==> config.mk <==
export PLATFORM = sky130hd
export DESIGN_NAME = bm25ts_div
export DESIGN_NICKNAME = d
export VERILOG_FILES = /design/src/design/bm25ts_pkg.sv /design/src/design/bm25ts_div.sv
export SDC_FILE = /design/constraint.sdc
export NUM_CORES = 2
export LEC_CHECK = 0
export BUFFER_PORTS_ARGS = -buffer_cell sky130_fd_sc_hd__buf_2
export CAP_MARGIN = 20
export CORE_ASPECT_RATIO = 1.5
export CORE_MARGIN = 4
export CORE_UTILIZATION = 50
export CTS_BUF_LIST = sky130_fd_sc_hd__clkbuf_8
export DETAILED_ROUTE_END_ITERATION = 16
export GPL_TIMING_DRIVEN = 1
export PLACE_DENSITY = 0.71
export SLEW_MARGIN = 20
export SYNTH_ARGS = -nofsm -noshare
export SYNTH_HDL_FRONTEND = slang
export SYNTH_SLANG_ARGS = --single-unit
==> constraint.sdc <==
create_clock -name clock -period 8 [get_ports clock]
set_input_delay 0.4 -clock clock [delete_from_list [all_inputs] [get_ports clock]]
set_output_delay 0.4 -clock clock [all_outputs]
set_load 0.03 [all_outputs]
==> src/design/bm25ts_pkg.sv <==
// ----------------------------------------------------------------------------
// bm25ts_pkg
// Shared types, register indexes, widths and the divider step for the
// BM25+ term score pipeline.
// ----------------------------------------------------------------------------
package bm25ts_pkg;

   // configuration register indexes
   typedef enum logic [2:0] {
      CSR_K1_PLUS_ONE    = 3'd0,
      CSR_K1_ONE_MINUS_B = 3'd1,
      CSR_LEN_SCALE      = 3'd2,   // k1*b, scales the length term
      CSR_DELTA_BONUS    = 3'd3,
      CSR_IDF_WEIGHT     = 3'd4,
      CSR_INV_AVG_LEN    = 3'd5
   } csr_index_type;

   localparam int CsrIndexWidth = 3;
   localparam int CsrDataWidth  = 24;

   // reset values
   localparam logic [15:0] K1PlusOneReset   = 16'd8995;
   localparam logic [15:0] K1OneMinusBReset = 16'd1229;
   localparam logic [15:0] LenScaleReset    = 16'd3686;
   localparam logic [15:0] DeltaBonusReset  = 16'd0;
   localparam logic [15:0] IdfWeightReset   = 16'd1024;
   localparam logic [23:0] InvAvgLenReset   = 24'hFFFFFF;

   // divider: 20 quotient bits, two per stage
   localparam int DivSteps      = 20;
   localparam int StepsPerStage = 2;
   localparam int DivStages     = DivSteps / StepsPerStage;
   localparam int DivLast       = DivStages - 1;

   // stages from input register to output register
   localparam int PipeDepth = DivStages + 5;

   // Q.26 to Q.16 rounding and the signed 32-bit score range
   localparam logic signed [37:0] RoundBias = 38'sd512;
   localparam logic signed [37:0] ScoreMax  = 38'sd2147483647;
   localparam logic signed [37:0] ScoreMin  = -38'sd2147483648;

   typedef struct packed {
      logic [32:0] rem;   // partial remainder, below den unless den is zero
      logic [32:0] den;   // Q.12 denominator
      logic [19:0] feed;  // dividend bits still to shift in, msb first
      logic [19:0] quo;   // quotient bits so far
      logic        zden;  // denominator was zero
      logic        last;
   } div_stage_type;

   // one restoring division step: shift in a dividend bit, try subtract
   function automatic div_stage_type div_step(input div_stage_type s);
      div_stage_type r;
      logic [33:0]   t;
      logic [33:0]   d;
      logic          qb;
      r  = s;
      t  = {s.rem, s.feed[19]};
      d  = {1'b0, s.den};
      qb = (t >= d);
      if (qb) begin
         t = t - d;
      end
      r.rem  = t[32:0];
      r.feed = {s.feed[18:0], 1'b0};
      r.quo  = {s.quo[18:0], qb};
      return r;
   endfunction

endpackage

==> src/design/bm25ts_div.sv <==
// ----------------------------------------------------------------------------
// bm25ts_div
// Pipelined restoring divider, two quotient bits per stage, with a per-stage
// valid bit and a ready chain so bubbles collapse under backpressure.
// ----------------------------------------------------------------------------
module bm25ts_div (
   input  logic                      clock,
   input  logic                      reset,
   input  logic                      in_valid,
   output logic                      in_ready,
   input  bm25ts_pkg::div_stage_type in_data,
   output logic                      out_valid,
   input  logic                      out_ready,
   output bm25ts_pkg::div_stage_type out_data
);

   bm25ts_pkg::div_stage_type stage_ff [bm25ts_pkg::DivStages];
   bm25ts_pkg::div_stage_type stage_in [bm25ts_pkg::DivStages];
   logic [bm25ts_pkg::DivStages-1:0] v_ff;
   logic [bm25ts_pkg::DivStages-1:0] ld;
   logic [bm25ts_pkg::DivStages-1:0] src_v;

   for (genvar k = 0; k < bm25ts_pkg::DivStages; k++) begin : g_stage
      if (k == 0) begin : g_first
         assign src_v[k] = in_valid;
         always_comb begin
            stage_in[k] = in_data;
            for (int j = 0; j < bm25ts_pkg::StepsPerStage; j++) begin
               stage_in[k] = bm25ts_pkg::div_step(stage_in[k]);
            end
         end
      end else begin : g_rest
         assign src_v[k] = v_ff[k-1];
         always_comb begin
            stage_in[k] = stage_ff[k-1];
            for (int j = 0; j < bm25ts_pkg::StepsPerStage; j++) begin
               stage_in[k] = bm25ts_pkg::div_step(stage_in[k]);
            end
         end
      end

      if (k == bm25ts_pkg::DivLast) begin : g_ld_last
         assign ld[k] = !v_ff[k] || out_ready;
      end else begin : g_ld_mid
         assign ld[k] = !v_ff[k] || ld[k+1];
      end

      always_ff @(posedge clock) begin
         if (reset) begin
            v_ff[k] <= 1'b0;
         end else if (ld[k]) begin
            v_ff[k] <= src_v[k];
         end
      end

      always_ff @(posedge clock) begin
         if (ld[k] && src_v[k]) begin
            stage_ff[k] <= stage_in[k];
         end
      end
   end

   assign in_ready  = ld[0];
   assign out_valid = v_ff[bm25ts_pkg::DivLast];
   assign out_data  = stage_ff[bm25ts_pkg::DivLast];

endmodule

Yosys cells after proc, flatten, opt, wreduce, memory -nomap -nowiden
Memory sizes are Yosys's and may differ from the RTL's.
Cells that the tools add are included.
{ "classes": {"n_addsub": 20, "mul": 0, "div": 0, "n_lt_le_gt_ge": 20, "n_eq_ne": 0, "shifts": 0, "mux": 40, "bitwise_logic": 0, "n_reduce_logical": 30} }
{ "ops": {"columns": ["op", "count"], "rows": [
  ["$ge A34 B33 Y1", 20],
  ["$mux W33", 20],
  ["$sub A33 B33 Y33", 20],
  ["$mux W1", 20],
  ["$logic_and A1 B1 Y1", 10],
  ["$logic_not A1 Y1", 10],
  ["$logic_or A1 B1 Y1", 10]
]} }
{ "word_totals": {"ff_bits": 10, "latch_bits": 0, "ramBits": 1060, "mem_bits_ro": 0, "in_bits": 112, "output_inout_bits": 110, "n_memories": 1} }
{ "memory_table": {"columns": ["memory", "depth", "width", "rd", "rd_clocked_by_memory_dff", "wr", "line", "text"], "rows": [
  ["stage_ff", 10, 106, 10, 0, 10, "bm25ts_div.sv:17", "bm25ts_pkg::div_stage_type stage_ff [bm25ts_pkg::DivStages];"]
]} }

Depth between registers and ports, before layout
{ "logic_depth": {"ltp_word": 14, "mapped_depth": 30, "depth_no_buf": 27} }

Least setup slack after synthesis
Ideal clock, no wire load.
{ "synth_timing": {"kind": "register -> register", "startpoint": "register v_ff, in the netlist out_valid", "endpoint": "memory stage_ff[2][0] in the netlist's numbering (enable)", "setup_ns": 0.669, "arrival_time_ns": 7.667, "path_slack_ns": -0.336, "path_stages_with_launch": 8, "path_buffers": 1, "period_less_slack_ns": 8.336, "cell_sequence": "dfxtp_1 > nor2b_1 > and2_1 > and3_1 > clkbuf_1 > nand3_1 > nor2_1 > a21boi_0"} }
{ "synth_rtl": {"columns": ["item", "line", "text"], "rows": [
  ["from (decl)", "bm25ts_div.sv:19", "logic [bm25ts_pkg::DivStages-1:0] v_ff;"],
  ["from (signal, indexed assignment)", "bm25ts_div.sv:52", "v_ff[k] <= src_v[k];"],
  ["to (decl)", "bm25ts_div.sv:17", null]
]} }

==> flow_metrics.tcl <==
set metrics [dict create \
    max_cap_violations 0 \
    top_layer_used "met4" \
    root_buffer "clkbuf_8" \
    rrSetupSlack_ns 0.48 \
    fmax_mhz 133 \
    grt_use_total 0.266 \
    antenna_found_initial 3 \
    powerDensity_nw_per_um2 303 \
    drive_above_1_share 0.141 \
    max_slew_margin 0.325 \
    die_y_um 459 \
    core_area_um2 135000 \
    antenna_left 0 \
    r2r-start "stage_ff[2][39]$_DFFE_PP_" \
    rsz0062_at_grt "false" \
    yosysSeqAreaShare 0.392 \
    numClockSinks 890 \
    crit_arrival_ns 8.12 \
    dr_wl_met3_um 4500 \
    numCtsBuffers 144 \
    synthCells 6801 \
    grt_pass1_vias 56600 \
    ys_seq_elements 890 \
    viasPerCell 5.84 \
    finalWorstSetupSlack_ns 0.480 \
    rows 165 \
    post_cts_buffers 0 \
    layout.nets 8082 \
    route.met2.wl_um 108000 \
    start_util 0.504 \
    syn_area_um2 67900 \
    hold_violations 0 \
    io_pins 222 \
    avgSynthCellArea_um2 9.98 \
    internal_power_mw 14.0 \
    port_buffers 181 \
    crit_path_end "stage_ff[3][102]$_DFFE_PP_" \
    switchingPower_mw 9.10 \
    pre_cts_ws_ns 0.417 \
    path_clk_slew_ns 0.07 \
    vias 53500 \
    async_flop_share 0 \
    drv_slew 0 \
    wl_met1_um 56000 \
    irDropWorstVdd_v 0.000231 \
    wirelength_um 193000 \
    yosysWarnings 0 \
    avgRoutedWirePerCell_um 21.0 \
    synth_top_flop_cell "edfxtp_1" \
    drt_iter0_drc 2312 \
    grt_max_degree 85 \
    path_class "flop to flop" \
    layout_commonest_cell "edfxtp_1" \
    worstSetupStartpointType "flop" \
    r2r-end "stage_ff[3][102]$_DFFE_PP_" \
    tns_ns 0 \
    yosysUniqueCellTypes 102 \
    finalSetupViolCount 0 \
    areaGrowthSynthToFinish_pct 12.1 \
    hpwlAfterDp_um 159000 \
    die_area_um2 142000 \
    status "finished, final reports clean" \
    r2r_cells 27 \
    skew_ns 0.0601 \
    power.leakage_nw 32.0 \
    cts_max_level 4 \
    power.share.sequential 0.268 \
    first_pass_iters 5 \
    grt.overflow.total 0 \
    layout_common_cells "880 x edfxtp_1, 667 x a21oi_1, 660 x ha_1, 566 x inv_1, 444 x nor2_1" \
    cp-end-kind "flop" \
    worst_pin_slew_ns 1.01 \
    crit_fanout 11 \
    fin_crit_ns 7.52 \
    grt_pass1_wl_um 293000 \
    p_comb_frac 0.553 \
    startpoint "stage_ff[2][39]$_DFFE_PP_" \
    die_w_um 309 \
    clockBufferDepth 3 \
    clk_latency_ns 0.90 \
    swShare 0.394 \
    worstPathRequired_ns 8.60 \
    synth-edff-count 880 \
    period_share 0.940 \
    drc 0 \
    routabilityCongestion 0.973 \
    tritoncts "yes" \
    hold_class "input port to flop" \
    p_clk_frac 0.179 \
]
-- per-stage QoR --
step | cell area, um2 | util | hold slack (ns) | instances | total power, mW
6_report | 76100 | 0.565 | 0.159 | 9165 | 23.1
5_1_grt | 76100 | 0.565 | 0.130 | 9164 | 24.6
4_1_cts | 76100 | 0.565 | 0.0459 | 9159 | 23.1
3_5_place_dp | 72200 | 0.536 | 0.405 | 8807 | 18.8
3_3_place_gp | 72200 | 0.536 | 0.402 | 8807 | 18.6
2_1_floorplan | 68000 | - | 0.400 | 6820 | 15.6
-- what timing repair did --
action	4_1_cts	5_1_grt
endpoints found under the setup margin	0	31
resized for setup	0	1
hold buffers	90	0
endpoints found under the hold margin	95	0
-- worst max-delay path, stage by stage (launching register included) --
cell	delay (ns)
edfxtp_1	0.38
inv_1	0.07
ha_1	0.16
inv_1	0.05
fa_1	0.40
a21oi_1	0.23
a2bb2oi_1	0.33
a22oi_1	0.18
a31oi_1	0.54
o311ai_2	0.24
a41oi_1	0.53
o21ai_4	0.29
mux2_2	0.36
ha_1	0.42
a211oi_1	0.18
nor2b_1	0.16
o21ai_0	0.18
buf_4	0.14
nand4_1	0.11
a211oi_1	0.63
o41ai_2	0.17
buf_4	0.17
o41ai_1	0.51
buf_4	0.22
a21o_1	0.11
a21oi_1	0.08
xnor2_1	0.13
mux2_2	0.26
-- synthesized netlist by cell type (all sizes together) (21+ instances only) --
master / number / area [um2]
a211oi: 62 / 485
a21oi: 671 / 3370
buf: 83 / 524
and3: 56 / 350
clkbuf: 81 / 304
nor2: 446 / 1680
nand2b: 67 / 419
nand4: 89 / 557
mux2: 378 / 4360
edfxtp: 880 / 26400
o21bai: 88 / 664
o21a: 104 / 781
a31oi: 72 / 472
ha: 660 / 8260
a221oi: 21 / 203
a21o: 330 / 2480
nor3: 87 / 435
inv: 548 / 2060
o211ai: 32 / 250
xor2: 179 / 1570
a21boi: 27 / 203
o31ai: 48 / 360
mux2i: 25 / 250
nor2b: 66 / 415
xnor2: 362 / 3170
and2: 34 / 213
or3: 34 / 218
a211o: 24 / 210
nand2: 436 / 1640
o21ai: 390 / 1970
nand3: 113 / 566
-- power groups by stage --
stage	clock network (mW)	logic, mW	registers, mW
global placement	0	12.3	6.27
global route	4.45	13.9	6.22
finish	4.14	12.8	6.19
detailed placement	0	12.6	6.28
floorplan	0	9.39	6.21
CTS	4.26	12.7	6.18
-- flip-flops by register name, summed over array words and instances, names as in the netlist --
name,cells
src_v,9
stage_ff,880
out_valid,1
-- kinds of logic after synthesis --
| family | count (synthesis) | synth area share |
|---|---|---|
| AOI/OAI and AO/OA | 2046 | 0.193 |
| xor gates and xnor gates | 541 | 0.0698 |
| adders and majority gates | 680 | 0.128 |
| buffers and inverters | 712 | 0.0425 |
| DFF | 890 | 0.392 |
| muxes | 403 | 0.0679 |
| other | 1 | 0.0000552 |
| and+or+nand+nor | 1528 | 0.107 |
-- routing by layer --
metal,global-route usage,vias up
met2,0.548,1193
li1,-,26200
met3,0.0282,686
met5,0,-
met4,0.277,0
met1,0.196,25400
-- how the worst min path moves through the flow --
stage | start | to | slack, ns | depth (start not counted)
detailed placement | stage_ff[0][24]$_DFFE_PP_ | stage_ff[1][26]$_DFFE_PP_ | 0.40 | 0
global route | in_data[41] | stage_ff[0][74]$_DFFE_PP_ | 0.13 | 4
finish | in_data[41] | stage_ff[0][74]$_DFFE_PP_ | 0.16 | 4
floorplan | stage_ff[0][0]$_DFFE_PP_ | stage_ff[1][0]$_DFFE_PP_ | 0.40 | 0
global placement | stage_ff[3][0]$_DFFE_PP_ | stage_ff[4][0]$_DFFE_PP_ | 0.40 | 0
CTS | in_data[41] | stage_ff[0][74]$_DFFE_PP_ | 0.05 | 4
-- area by class of cell --
class	instances	area, um2
Multi-Input combinational cell	5218	38600
Tap cell	1753	2190
Antenna cell	6	15.0
Fill cell	11800	58700
Inverter	548	2060
Clock buffer	144	1980
Timing Repair Buffer	488	3620
Clock inverter	118	997
Sequential cell	890	26600
Note: power is estimated with default switching activity, not from simulation.
